**config.mk**
```make
export PLATFORM = sky130hd
export DESIGN_NAME = morse_beacon_keyer_core
export DESIGN_NICKNAME = d
export VERILOG_FILES = /design/src/rtl/mbk_pkg.sv /design/src/rtl/morse_beacon_keyer_core.sv /design/src/rtl/mbk_step.sv
export VERILOG_INCLUDE_DIRS = /design/src /design/src/rtl
export SDC_FILE = /design/constraint.sdc
export NUM_CORES = 1
export LEC_CHECK = 0
export BUFFER_PORTS_ARGS = -buffer_cell sky130_fd_sc_hd__buf_4
export CORE_ASPECT_RATIO = 2
export CORE_MARGIN = 2
export CORE_UTILIZATION = 60
export DETAILED_ROUTE_END_ITERATION = 8
export HOLD_SLACK_MARGIN = 0.15
export PLACE_DENSITY = 0.86
export SLEW_MARGIN = 40
export SYNTH_ARGS = -nofsm -noshare
export SYNTH_HDL_FRONTEND = slang
export SYNTH_SLANG_ARGS = --single-unit
```
**constraint.sdc**
```tcl
create_clock -name i_clk -period 5.8 [get_ports i_clk]
set_clock_uncertainty 0.15 [all_clocks]
set_input_delay 0.58 -clock i_clk [delete_from_list [all_inputs] [get_ports i_clk]]
set_output_delay 0.58 -clock i_clk [all_outputs]
set_load 0.02 [all_outputs]
```
**src/rtl/morse_beacon_keyer_core_macros.svh**
```systemverilog
// Assertion helpers used by the keyer core RTL.
`ifndef MORSE_BEACON_KEYER_CORE_MACROS_SVH
`define MORSE_BEACON_KEYER_CORE_MACROS_SVH

// Checked on every clock edge while the block is out of reset.
`define MBK_ASSERT(label, prop) \
    label: assert property (@(posedge i_clk) disable iff (!i_rst_n) prop) \
        else $error("keyer check failed");

// Checked on every clock edge, reset included.
`define MBK_ASSERT_ALWAYS(label, prop) \
    label: assert property (@(posedge i_clk) prop) \
        else $error("keyer check failed");

`endif

```
**src/rtl/mbk_pkg.sv**
```systemverilog
`timescale 1ns / 1ps
`default_nettype none

package mbk_pkg;

    localparam int MSG_WIDTH     = 64;
    localparam int LEN_WIDTH     = 6;
    localparam int UNIT_WIDTH    = 3;
    localparam int MAX_SYMBOLS   = 32;
    localparam int SYM_IDX_WIDTH = $clog2(MAX_SYMBOLS);

    localparam logic [MSG_WIDTH-1:0]  MSG_RESET = 64'd12621184;
    localparam logic [LEN_WIDTH-1:0]  LEN_RESET = 6'd12;
    localparam logic [LEN_WIDTH-1:0]  LEN_MAX   = LEN_WIDTH'(MAX_SYMBOLS);

    localparam logic [UNIT_WIDTH-1:0] UNIT_START = 3'd1;
    localparam logic [UNIT_WIDTH-1:0] DASH_UNITS = 3'd3;
    localparam logic [UNIT_WIDTH-1:0] GAP_UNITS  = 3'd2;
    localparam logic [UNIT_WIDTH-1:0] WORD_UNITS = 3'd5;

    typedef enum logic [1:0] {
        SYM_DOT  = 2'd0,
        SYM_DASH = 2'd1,
        SYM_GAP  = 2'd2,
        SYM_WORD = 2'd3
    } t_symbol;

    typedef enum logic {
        REG_MESSAGE_SYMBOLS = 1'b0,
        REG_MESSAGE_LENGTH  = 1'b1
    } t_reg_index;

    typedef struct packed {
        logic [LEN_WIDTH-1:0]  position;
        logic [UNIT_WIDTH-1:0] unit_count;
        logic                  lamp;
    } t_keyer_state;

endpackage

`default_nettype wire

```
**src/rtl/morse_beacon_keyer_core.sv**
```systemverilog
`timescale 1ns / 1ps
`default_nettype none

// Morse beacon keyer. Every accepted input request is one timer tick; the
// block steps through the stored message of 2-bit symbols and returns one
// result request per tick with the lamp state, the message position and
// whether the lamp was refreshed. A tick is taken in every clock cycle while
// no result waits untaken; its result lands in the output register in the
// cycle after, and new ticks keep being accepted as long as the output side
// takes one result per cycle. The keyer state advances in a single
// registered step per tick. Configuration writes land on the next clock
// edge and must only be made while no tick is in flight.
`include "morse_beacon_keyer_core_macros.svh"

module morse_beacon_keyer_core
    import mbk_pkg::*;
(
    input  wire                  i_clk,
    input  wire                  i_rst_n,
    // Tick stream. tdata: [0] restart, [7:1] zero.
    input  wire                  i_s_axis_tvalid,
    output logic                 o_s_axis_tready,
    input  wire [7:0]            i_s_axis_tdata,
    // Result stream. tdata: [0] lamp_on, [6:1] symbol_index, [7] zero.
    output logic                 o_m_axis_tvalid,
    input  wire                  i_m_axis_tready,
    output logic [7:0]           o_m_axis_tdata,
    // tuser: [0] lamp_updated.
    output logic                 o_m_axis_tuser,
    // Configuration writes.
    input  wire                  i_cfg_we,
    input  wire                  i_cfg_addr,
    input  wire [MSG_WIDTH-1:0]  i_cfg_wdata
);

    logic [MSG_WIDTH-1:0] r_symbols;
    logic [LEN_WIDTH-1:0] r_length;
    t_keyer_state         r_state;
    t_keyer_state         n_state;
    logic                 n_updated;
    logic                 r_out_valid;
    logic                 r_out_lamp;
    logic [LEN_WIDTH-1:0] r_out_index;
    logic                 r_out_updated;
    logic                 in_take;

    assign o_s_axis_tready = !r_out_valid || i_m_axis_tready;
    assign in_take         = i_s_axis_tvalid && o_s_axis_tready;

    mbk_step u_step (
        .i_state   (r_state),
        .i_restart (i_s_axis_tdata[0]),
        .i_symbols (r_symbols),
        .i_length  (r_length),
        .o_state   (n_state),
        .o_updated (n_updated)
    );

    always_ff @(posedge i_clk) begin
        if (!i_rst_n) begin
            r_symbols <= MSG_RESET;
            r_length  <= LEN_RESET;
        end else if (i_cfg_we) begin
            unique case (t_reg_index'(i_cfg_addr))
                REG_MESSAGE_SYMBOLS: r_symbols <= i_cfg_wdata;
                REG_MESSAGE_LENGTH:  r_length  <= i_cfg_wdata[LEN_WIDTH-1:0];
                default:             r_symbols <= r_symbols;
            endcase
        end
    end

    always_ff @(posedge i_clk) begin
        if (!i_rst_n) begin
            r_state     <= '{position: '0, unit_count: UNIT_START, lamp: 1'b0};
            r_out_valid <= 1'b0;
        end else begin
            if (in_take) begin
                r_state     <= n_state;
                r_out_valid <= 1'b1;
            end else if (i_m_axis_tready) begin
                r_out_valid <= 1'b0;
            end
        end
    end

    // Result payload needs no reset; it is qualified by the valid flag.
    always_ff @(posedge i_clk) begin
        if (in_take) begin
            r_out_lamp    <= n_state.lamp;
            r_out_index   <= n_state.position;
            r_out_updated <= n_updated;
        end
    end

    assign o_m_axis_tvalid = r_out_valid;
    assign o_m_axis_tdata  = {1'b0, r_out_index, r_out_lamp};
    assign o_m_axis_tuser  = r_out_updated;

    // The position never runs past the longest playable message.
    `MBK_ASSERT(a_index_in_range, o_m_axis_tvalid |-> (r_out_index <= LEN_MAX))
    // A wrap tick always lands back at the start of the message.
    `MBK_ASSERT(a_wrap_to_start, (o_m_axis_tvalid && !o_m_axis_tuser) |-> (r_out_index == '0))
    // Reset leaves the keyer at the start, dark, with no result pending.
    `MBK_ASSERT_ALWAYS(a_reset_state, !i_rst_n |=> (r_state.position == '0
        && r_state.unit_count == UNIT_START && !r_state.lamp && !r_out_valid))

endmodule

`default_nettype wire

```
**src/rtl/mbk_step.sv**
```systemverilog
`timescale 1ns / 1ps
`default_nettype none

module mbk_step
    import mbk_pkg::*;
(
    input  wire t_keyer_state         i_state,
    input  wire                       i_restart,
    input  wire [MSG_WIDTH-1:0]       i_symbols,
    input  wire [LEN_WIDTH-1:0]       i_length,
    output t_keyer_state              o_state,
    output logic                      o_updated
);

    logic [LEN_WIDTH-1:0]  eff_len;
    logic [LEN_WIDTH-1:0]  pos;
    logic [LEN_WIDTH-1:0]  pos_inc;
    logic [UNIT_WIDTH-1:0] unit;
    logic [UNIT_WIDTH-1:0] unit_inc;
    logic                  lamp;
    t_symbol               sym;

    always_comb begin
        eff_len  = (i_length > LEN_MAX) ? LEN_MAX : i_length;
        pos      = i_restart ? '0 : i_state.position;
        lamp     = i_restart ? 1'b0 : i_state.lamp;
        unit     = i_state.unit_count;
        pos_inc  = pos + LEN_WIDTH'(1);
        unit_inc = unit + UNIT_WIDTH'(1);
        sym      = t_symbol'(i_symbols[{pos[SYM_IDX_WIDTH-1:0], 1'b0} +: 2]);

        o_state   = '{position: pos, unit_count: unit, lamp: lamp};
        o_updated = 1'b0;

        if (pos >= eff_len) begin
            // Message wrap: no lamp refresh on this tick.
            o_state.position   = '0;
            o_state.unit_count = UNIT_START;
        end else begin
            o_updated = 1'b1;
            unique case (sym)
                SYM_DOT: begin
                    if (lamp) begin
                        o_state.position = pos_inc;
                        o_state.lamp     = 1'b0;
                    end else begin
                        o_state.lamp = 1'b1;
                    end
                end
                SYM_DASH: begin
                    if (!lamp) begin
                        o_state.lamp = 1'b1;
                    end else if (unit == DASH_UNITS) begin
                        o_state.position   = pos_inc;
                        o_state.unit_count = UNIT_START;
                        o_state.lamp       = 1'b0;
                    end else begin
                        o_state.unit_count = unit_inc;
                    end
                end
                SYM_GAP: begin
                    if (unit == GAP_UNITS) begin
                        o_state.position   = pos_inc;
                        o_state.unit_count = UNIT_START;
                    end else begin
                        o_state.unit_count = unit_inc;
                    end
                end
                SYM_WORD: begin
                    if (unit == WORD_UNITS) begin
                        o_state.position   = pos_inc;
                        o_state.unit_count = UNIT_START;
                    end else begin
                        o_state.unit_count = unit_inc;
                    end
                end
                default: begin
                    o_state = i_state;
                end
            endcase
        end
    end

endmodule

`default_nettype wire

```
# ---- Word level (Yosys, flattened, before mapping)
# Cells that the tools add are included.
dict set report totals {
  out_inout_bits 11
  inputBits 78
  wordCells 53
  ff_bits 89
}
dict set report classes {
  muxes 22
  magnitude_cmp 2
  reduce_logical 9
  n_addsub 2
  bitwise_logic 1
  n_eq_ne 7
  shift 1
}
# cell count
set ops {}
lappend ops {{$shiftx 64x7->2} 1}
lappend ops {{$mux 6} 6}
lappend ops {{$pmux 6 s4} 1}
lappend ops {{$mux 9} 2}
lappend ops {{$mux 3} 3}
lappend ops {{$pmux 3 s3} 1}
lappend ops {{$mux 1} 8}
lappend ops {{$add 6x1->6 const B} 1}
lappend ops {{$eq 3x2->1 const B} 2}
lappend ops {{$ge 6x6->1} 1}
lappend ops {{$gt 6x6->1 const B} 1}
lappend ops {{$eq 2x2->1 const B} 2}
lappend ops {{$reduce_and 2->1} 2}
lappend ops {{$reduce_bool 4->1} 1}
lappend ops {{$add 3x1->3 const B} 1}
lappend ops {{$eq 3x3->1 const B} 1}
lappend ops {{$ne 3x1->1 const B} 1}
lappend ops {{$reduce_and 3->1} 1}
lappend ops {{$eq 2x1->1 const B} 1}
lappend ops {{$logic_not 2->1} 1}
lappend ops {{$pmux 1 s2} 1}
lappend ops {{$reduce_bool 2->1} 1}
lappend ops {{$logic_and 1x1->1} 1}
lappend ops {{$logic_not 1->1} 1}
lappend ops {{2 further kinds} 2}

# ---- Depth between registers and ports, before layout
# Gate-level depths: netlist of the first run.
dict set report depth {
  ltp_word 6
  ltp_mapped 14
}

# ---- Modules after synthesis
# From an unflattened synthesis of the first run, not the netlist that was laid out.
dict set report unflattened {
  cells_unflattened 569
  hier_area_um2 5092.4
}
# module instances seq_area_each_um2 area_per_inst_um2 cells_per_inst
set modules_own_cells {}
lappend modules_own_cells {morse_beacon_keyer_core 1 1861.8 3580.9 366}
lappend modules_own_cells {mbk_step 1 0.0 1511.4 203}

# ---- Worst setup path before layout of the first run
# OpenSTA, ideal clock, no wires.
dict set report synth_path {
  kind {in2reg}
  start {input i_s_axis_tdata[0]}
  end {register r_state[1] (netlist bit)}
  arrival_ns 3.034
  t_required_ns 5.530
  setup_ns 0.120
  path_slack_ns 2.497
  path_stages 12
  cell_sequence {buf_4 -> nand2b_1 -> clkinv_1 -> a311oi_1 -> o2111ai_1 -> a32o_1 -> ha_1 -> inv_1 -> o22ai_1 -> or2_2 -> or4_1 -> o31a_1}
}
dict set report synth_via {
  elab_chain_len 5
  elab_cells_between_ends 12
}
# item line
set synth_rtl {}
lappend synth_rtl {{from (decl)} morse_beacon_keyer_core.sv:23} ;# input wire [7:0] i_s_axis_tdata,
lappend synth_rtl {{$mux 6} mbk_step.sv:25} ;# pos = i_restart ? '0 : i_state.position;
lappend synth_rtl {{$shiftx 64x7->2} mbk_step.sv:30} ;# sym = t_symbol'(i_symbols[{pos[SYM_IDX_WIDTH-1:0], 1'b0} +: 2]);
lappend synth_rtl {{$eq 2x1->1 / $eq 2x2->1 (equally long branches)} mbk_step.sv:41} ;# unique case (sym)
lappend synth_rtl {{$ne 3x1->1 (no line) (tied with other cells)} -}
lappend synth_rtl {{$reduce_and 3->1 (no line) / $mux 9 (equally long branches)} -}
lappend synth_rtl {{to (signal assigned)} morse_beacon_keyer_core.sv:74} ;# r_state <= '{position: '0, unit_count: UNIT_START, lamp: 1'b0};
lappend synth_rtl {{to (signal assigned)} morse_beacon_keyer_core.sv:78} ;# r_state <= n_state;
lappend synth_rtl {{to (decl)} morse_beacon_keyer_core.sv:38} ;# t_keyer_state r_state;
# Several ways; a longest one is shown, not always the timed one.
# A chain may end at the register's enable or synchronous reset.

# ---- Worst setup path after layout of the first run
dict set report layout_path {
  start {register r_state[4] (netlist bit)}
  end {register r_state[9] (netlist bit)}
}
dict set report layout_via {
  elab_chain_len 6
  elab_cells_between_ends 15
}
# item line
set layout_rtl {}
lappend layout_rtl {{$mux 6 *} mbk_step.sv:25}
lappend layout_rtl {{branches (longest 4 deep; another with $shiftx 64x7->2)} -}
lappend layout_rtl {{$mux 9 *} mbk_step.sv:35} ;# if (pos >= eff_len) begin
# Mark *: on every way between the ends. The select of a mux whose other input is x is not followed.

==> qor.txt, run 1 <==
Initial antenna violation count: 0
Synth Area per Inst: 7.81 sq um
Post-synthesis xor/xnor area fraction: 0.00955
Register area share after synthesis: 0.406
Non-filler instance count after layout: 738
Drc violations: 0
Placer Congestion: 0.956
# IOs: 89
Gr usage total: 0.285
Post-cts sizing count: 0
CP max-delay cell: dfxtp_1
F_max: 241 MHz
Site Rows: 45
Max Slew Vio Count: 0
CP peak stage delay: 0.77 ns
DR vias: 4334
Worst path bufs/invs: 0
HPWL Detailed: 7880 um
Worst hold start: i_cfg_wdata[8]
Final setup fails: 0
Count of cell types in the netlist: 59
Status: finished, final reports clean
WHS Endpoint: r_symbols[8]$_SDFFE_PN1P_
Die W: 65.8 um
Reg2reg setup slack: 1.66 ns
Worst EP required: 5.92 ns
Maximum fanout along the worst path: 16
Layout area overhead: 18.4%
Drt pass-1 iters: 5
Worst slew pin tran: 0.699 ns
Wirelength, routed: 11300 um
Ys flop type: dfxtp_1
Total grt overflow: 0
Synth Instances: 587
Vias per cell: 5.87
Synthesized Nets: 681
Endpoints failing hold: 0
PortBufs: 80
Initial Utilization: 0.612
Share of post-route cells with drive strength above 1: 0.171
Period minus WS final: 4.14 ns
Crit path kind: reg -> reg
Placed insts: 723
Unrepaired setup endpoints after global routing: no
CTS sink count: 89
Setup TNS Final: 0 ns
Initial DRC Count: 436
CTS HTree Levels: 3
Power Total: 1.51 mW
Number of global-route vias before repair: 4024
Largest area contributor in the netlist: dfxtp_1
Post-synthesis mux area share: 0.0486
Routed length per instance: 15.3 um
Max Cap Viol: 0
ANT cells: 0
Clock Tree Buf Depth: 2
Simple-gate share of the synthesized area: 0.223
Hold Buf Count CTS: 0
First-pass GRT wire length: 18500 um
VDD IR max: 0.241 mV
Largest net degree at the start of global routing: 68
Final nets: 734
Clk Latency, worst-skew pair: 0.35 ns
Power Dens Cells: 278 nW/um^2
Final worst-path cycle share: 0.714
Number of synthesized flops with an enable pin: 8
Pleak: 2.17 nW
CP most frequent cell: a2bb2oi_1
Post-CTS setup buffer count: 0
CTS tree: done
Post-synth top area share: 0.354
Worst reg2reg endpoint: r_state[9]$_SDFFE_PN0P_
Post-synthesis compound-gate area fraction: 0.208
Synth top area cells: dfxtp_1, nand2_1, a21oi_1
Min-Delay Path Depth: 3
Hold Path Class: in -> reg
# fillers: 619
#FFs+latches synth: 89
CP Launch Type: register
CTS Buf Count: 9
Async S/R FF share, synth: 0
Worst EP arrival: 4.26 ns
Die Ht: 128 um
Synth Area in Adders: 0.0437
Yosys warning total: 0
Leading cell types by count after synthesis: nand2_1, dfxtp_1, a21oi_1
Max_slew headroom: 0.533
Root Buffer: clkbuf_16
Die area: 8400 sq um
Critical R2R Launch: r_state[4]$_SDFFE_PN0P_
CP endpoint kind: register
ANT nets after route: 0
Top-count cell post-synth: nand2_1
Worst-case reg-to-reg path depth: 11
Worst Setup Slack, final: 1.66 ns
Main combinational cell family by area after synthesis: simple AND/OR/NAND/NOR gates
Core ar.: 7490 sq um
CP top delay family: compound AO/OA/AOI/OAI gates
Place WS: 1.72 ns
CTS clk-pin slew, worst paths: 0.06 ns
Mapped Area: 4580 sq um
Worst-path cell chain: nor2b_1 -> o221ai_1 -> a21oi_1 -> o21ai_0 -> a32oi_1 -> ha_1 -> and3b_1 -> or3b_2 -> a2bb2oi_1 -> a2bb2oi_1 -> o22ai_1
[area by class of cell]
class                   count  area [sq um]  share of cell area
clock buffers              13           262              0.0482
clock inverters             2          12.5             0.00230
inverters                  24          92.6              0.0171
multi-input cells         433          2460               0.453
flip-flops and latches     89          1860               0.343
well taps                  94           118              0.0217
repair buffers             83           623               0.115
[worst max path at each step]
stage	cells after the start	slack (ns)	to	startpoint
finish	11	1.66	r_state[9]$_SDFFE_PN0P_	r_state[4]$_SDFFE_PN0P_
global route	11	1.48	r_out_index[4]$_DFFE_PP_	r_state[4]$_SDFFE_PN0P_
CTS	11	1.75	r_state[9]$_SDFFE_PN0P_	r_state[4]$_SDFFE_PN0P_
detailed placement	12	1.72	r_state[9]$_SDFFE_PN0P_	i_s_axis_tdata[0]
global placement	12	1.75	r_state[7]$_SDFFE_PN0P_	i_s_axis_tdata[0]
floorplan	12	2.50	r_state[1]$_SDFFE_PN1P_	i_s_axis_tdata[0]
[placed cells by master, fill, tap and decap left out, types with 6 or more instances in the layout]
| cell | synthesis | routed |
|---|---|---|
| ha_1 | 16 | 16 |
| buf_4 | 5 | 83 |
| inv_1 | 22 | 21 |
| nand3_1 | 22 | 22 |
| nor3_1 | 6 | 6 |
| edfxtp_1 | 8 | 8 |
| mux2i_1 | 11 | 11 |
| o22ai_1 | 11 | 11 |
| mux2_2 | 6 | 6 |
| nand2b_1 | 9 | 8 |
| a221oi_1 | 6 | 6 |
| o21ai_0 | 12 | 12 |
| nor2_1 | 16 | 16 |
| nand2_1 | 167 | 167 |
| dfxtp_1 | 81 | 81 |
| a21oi_1 | 78 | 78 |
| clkbuf_16 | 0 | 10 |
[kinds of logic (layout without fill, tap and decap cells)]
kind of cell,Yosys count,in the layout
AO/OA/AOI/OAI,152,152
other,1,1
flip-flops,89,89
multiplexers,19,19
AND/OR/NAND/NOR,240,240
XOR/XNOR,5,5
adder cells (fa/ha/maj),16,16
buffers and inverters,65,122
[state kept, by name, indices dropped and copies added (netlist names)]
register	count
r_state	10
o_m_axis_tvalid	1
r_length	6
o_m_axis_tuser	1
r_out_index	6
r_symbols	64
r_out_lamp	1
[worst reg2reg max path, delay by kind of cell (launching register included)]
family	cells	cell delay, ns
compound gates	7	1.47
simple gates	3	1.37
flops	1	0.77
fa+ha+maj	1	0.31
[stage by stage]
step | hold WS (ns) | utilization | cell area (sq um)
2_1_floorplan | 0.281 | - | 4580
3_3_place_gp | 0.288 | 0.688 | 5150
3_5_place_dp | 0.293 | 0.689 | 5160
4_1_cts | 0.284 | 0.725 | 5430
5_1_grt | 0.298 | 0.725 | 5430
6_report | 0.287 | 0.725 | 5430
[power breakdown]
part           switching (mW)  internal (mW)  leakage, nW  total, mW
clock network           0.225          0.313        0.131      0.539
logic                   0.159          0.124         1.30      0.283
registers              0.0283          0.658        0.740      0.686
total                   0.413           1.09         2.17       1.51
[routing by layer]
layer,up-vias,GRT usage,wire (um)
met2,172,0.450,5640
met3,35,0.0678,697
li1,2132,-,-
met4,0,0.141,432
met1,1995,0.357,4500
met5,-,0,0
Power figures use the tool's default switching activity.
==> run 2: changes to the inputs <==
--- a/config.mk
+++ b/config.mk
@@ -9,10 +9,10 @@
 export BUFFER_PORTS_ARGS = -buffer_cell sky130_fd_sc_hd__buf_4
 export CORE_ASPECT_RATIO = 2
 export CORE_MARGIN = 2
-export CORE_UTILIZATION = 60
+export CORE_UTILIZATION = 50
 export DETAILED_ROUTE_END_ITERATION = 8
 export HOLD_SLACK_MARGIN = 0.15
-export PLACE_DENSITY = 0.86
+export PLACE_DENSITY = 0.76
 export SLEW_MARGIN = 40
 export SYNTH_ARGS = -nofsm -noshare
 export SYNTH_HDL_FRONTEND = slang
==> constraint.sdc (replaced) <==
create_clock -name i_clk -period 3.74 [get_ports i_clk]
set_clock_uncertainty 0.15 [all_clocks]
set_input_delay 0.374 -clock i_clk [delete_from_list [all_inputs] [get_ports i_clk]]
set_output_delay 0.374 -clock i_clk [all_outputs]
set_load 0.02 [all_outputs]
==> run 2 against run 1 <==
Against the previous run:
- sequential power is 55% higher
- non-clock buffer count is 66 higher
- via count is 7.4% higher
- flip-flop and latch count stayed put
- critical path depth is 1 higher
- design area is 13% higher
- hold slack worse by 0.13 ns
- highest routed layer unchanged
- cell count is 10% higher
==> qor.txt, run 2 (synthesis gave the netlist of run 1 again) <==
Max Slew Vio Count: 0 (unchanged)
Drc violations: 0 (unchanged)
Final setup fails: 0 (unchanged)
CTS sink count: 89 (unchanged)
Gr usage total: 0.271 (was 0.285)
First-pass GRT wire length: 21500 um (was 18500 um)
Core ar.: 8950 sq um (was 7490 sq um)
Unrepaired setup endpoints after global routing: no (unchanged)
Initial Utilization: 0.512 (was 0.612)
Maximum fanout along the worst path: 17 (was 16)
Max_slew headroom: 0.553 (was 0.533)
Layout area overhead: 33.3% (was 18.4%)
Clock Tree Buf Depth: 2 (unchanged)
Vias per cell: 5.73 (was 5.87)
Worst EP required: 3.84 ns (was 5.92 ns)
Die W: 71.7 um (was 65.8 um)
Wirelength, routed: 13500 um (was 11300 um)
ANT cells: 0 (unchanged)
Worst EP arrival: 3.66 ns (was 4.26 ns)
PortBufs: 80 (unchanged)
Seq. cell area: 1860 sq um (unchanged)
Non-filler instance count after layout: 813 (was 738)
CP max-delay cell: dfxtp_1 (unchanged)
Post-CTS setup buffer count: 0 (unchanged)
Max Cap Viol: 0 (unchanged)
Root Buffer: clkbuf_16 (unchanged)
Share of post-route cells with drive strength above 1: 0.190 (was 0.171)
Placer Congestion: 0.892 (was 0.956)
Initial DRC Count: 201 (was 436)
Period minus WS final: 3.56 ns (was 4.14 ns)
Clk Latency, worst-skew pair: 0.33 ns (was 0.35 ns)
Top reg by flops: r_symbols (unchanged)
CTS HTree Levels: 3 (unchanged)
CP most frequent cell: a2bb2oi_1 (unchanged)
Die area: 10000 sq um (was 8400 sq um)
Largest net degree at the start of global routing: 68 (unchanged)
Most common cell after layout, fill and taps aside: nand2_1 (unchanged)
Area occupied by multi-input gates: 2470 sq um (was 2460 sq um)
CTS Buf Count: 9 (unchanged)
Final nets: 800 (was 734)
Worst-path cell chain: buf_12 -> nor2b_1 -> o221ai_1 -> a21oi_1 -> o21ai_0 -> a32oi_1 -> ha_1 -> and3b_1 -> or3b_2 -> a2bb2oi_1 -> a2bb2oi_1 -> o22ai_1 (was nor2b_1 -> o221ai_1 -> a21oi_1 -> o21ai_0 -> a32oi_1 -> ha_1 -> and3b_1 -> or3b_2 -> a2bb2oi_1 -> a2bb2oi_1 -> o22ai_1)
CTS clk-pin slew, worst paths: 0.06 ns (about the same)
Pleak: 2.50 nW (was 2.17 nW)
Placed insts: 752 (was 723)
ANT nets after route: 0 (unchanged)
Final worst-path cycle share: 0.951 (was 0.714)
Die Ht: 139 um (was 128 um)
Max FFs per register: 64 (unchanged)
VDD IR max: 0.327 mV (was 0.241 mV)
Power Dens Cells: 414 nW/um^2 (was 278 nW/um^2)
Initial antenna violation count: 0 (unchanged)
Site Rows: 49 (was 45)
Endpoints failing hold: 0 (unchanged)
Top flop regs: r_symbols x64, r_state x10 (unchanged)
CTS tree: done (unchanged)
F_max: 281 MHz (was 241 MHz)
# fillers: 747 (was 619)
DR vias: 4656 (was 4334)
Crit path kind: reg -> reg (unchanged)
Worst slew pin tran: 0.671 ns (was 0.699 ns)
Number of global-route vias before repair: 4537 (was 4024)
Routed length per instance: 16.6 um (was 15.3 um)
Drt pass-1 iters: 5 (unchanged)
Hold Path Class: in -> reg (unchanged)
Most frequent cells in the layout: nand2_1, buf_4, dfxtp_1 (unchanged)
Setup TNS Final: 0 ns (unchanged)
Status: finished, final reports clean (unchanged)
HPWL Detailed: 9520 um (was 7880 um)
# IOs: 89 (unchanged)
CP peak stage delay: 0.46 ns (was 0.77 ns)
Total grt overflow: 0 (unchanged)
CP Launch Type: register (unchanged)
CP endpoint kind: register (unchanged)
run 2: routing by layer:
layer	part of all wire	track usage
met5	0	0
met4	0.040	0.132
met3	0.030	0.0290
met2	0.58	0.518
met1	0.35	0.280
run 2: timing repair:
item	CTS	global route
hold buffers	45	0
endpoints found under the hold margin	45	0
setup endpoints to repair	0	3
gates resized for setup	0	2
run 2: area by class of cell:
type                       instances  share of cell area
multi-input combinational        433               0.404
sequential                        89               0.305
timing repair buffer             149               0.204
clock buffer                      13              0.0442
tap                              102              0.0209
inverter                          24              0.0152
clock inverter                     3             0.00737
run 2: final timing paths:
| kind | from | end | slack [ns] | depth (start not counted) |
|---|---|---|---|---|
| max | r_state[4]$_SDFFE_PN0P_ | r_state[7]$_SDFFE_PN0P_ | 0.18 | 12 |
| min | i_cfg_wdata[27] | r_symbols[27]$_SDFFE_PN0P_ | 0.15 | 3 |
| max reg2reg | r_state[4]$_SDFFE_PN0P_ | r_state[7]$_SDFFE_PN0P_ | 0.18 | 12 |
| min reg2reg | r_symbols[44]$_SDFFE_PN0P_ | r_symbols[44]$_SDFFE_PN0P_ | 0.30 | 2 |
run 2: critical path, delay by kind of cell (launching register included):
family                     cells  cell delay, ns
AOI/OAI and AO/OA              7            1.31
DFF                            1            0.46
buffers and inverters          1            0.20
and+or+nand+nor                3            1.04
adders and majority gates      1            0.30
run 2: metrics by stage:
step           setup WS (ns)  utilization  hold WS [ns]  instance area (sq um)  total power [mW]
2_1_floorplan          0.641            -         0.281                   4580              1.38
3_3_place_gp           0.236        0.595         0.292                   5330              1.55
3_5_place_dp           0.233        0.596         0.296                   5340              1.56
4_1_cts                0.203        0.682         0.151                   6100              2.53
5_1_grt              0.00262        0.683         0.157                   6110              2.62
6_report               0.183        0.683         0.154                   6110              2.53
run 2: power by group:
part / total (mW) / switching, mW / internal (mW)
combinational: 0.525 / 0.274 / 0.251
clock: 0.944 / 0.368 / 0.576
sequential: 1.06 / 0.0409 / 1.02
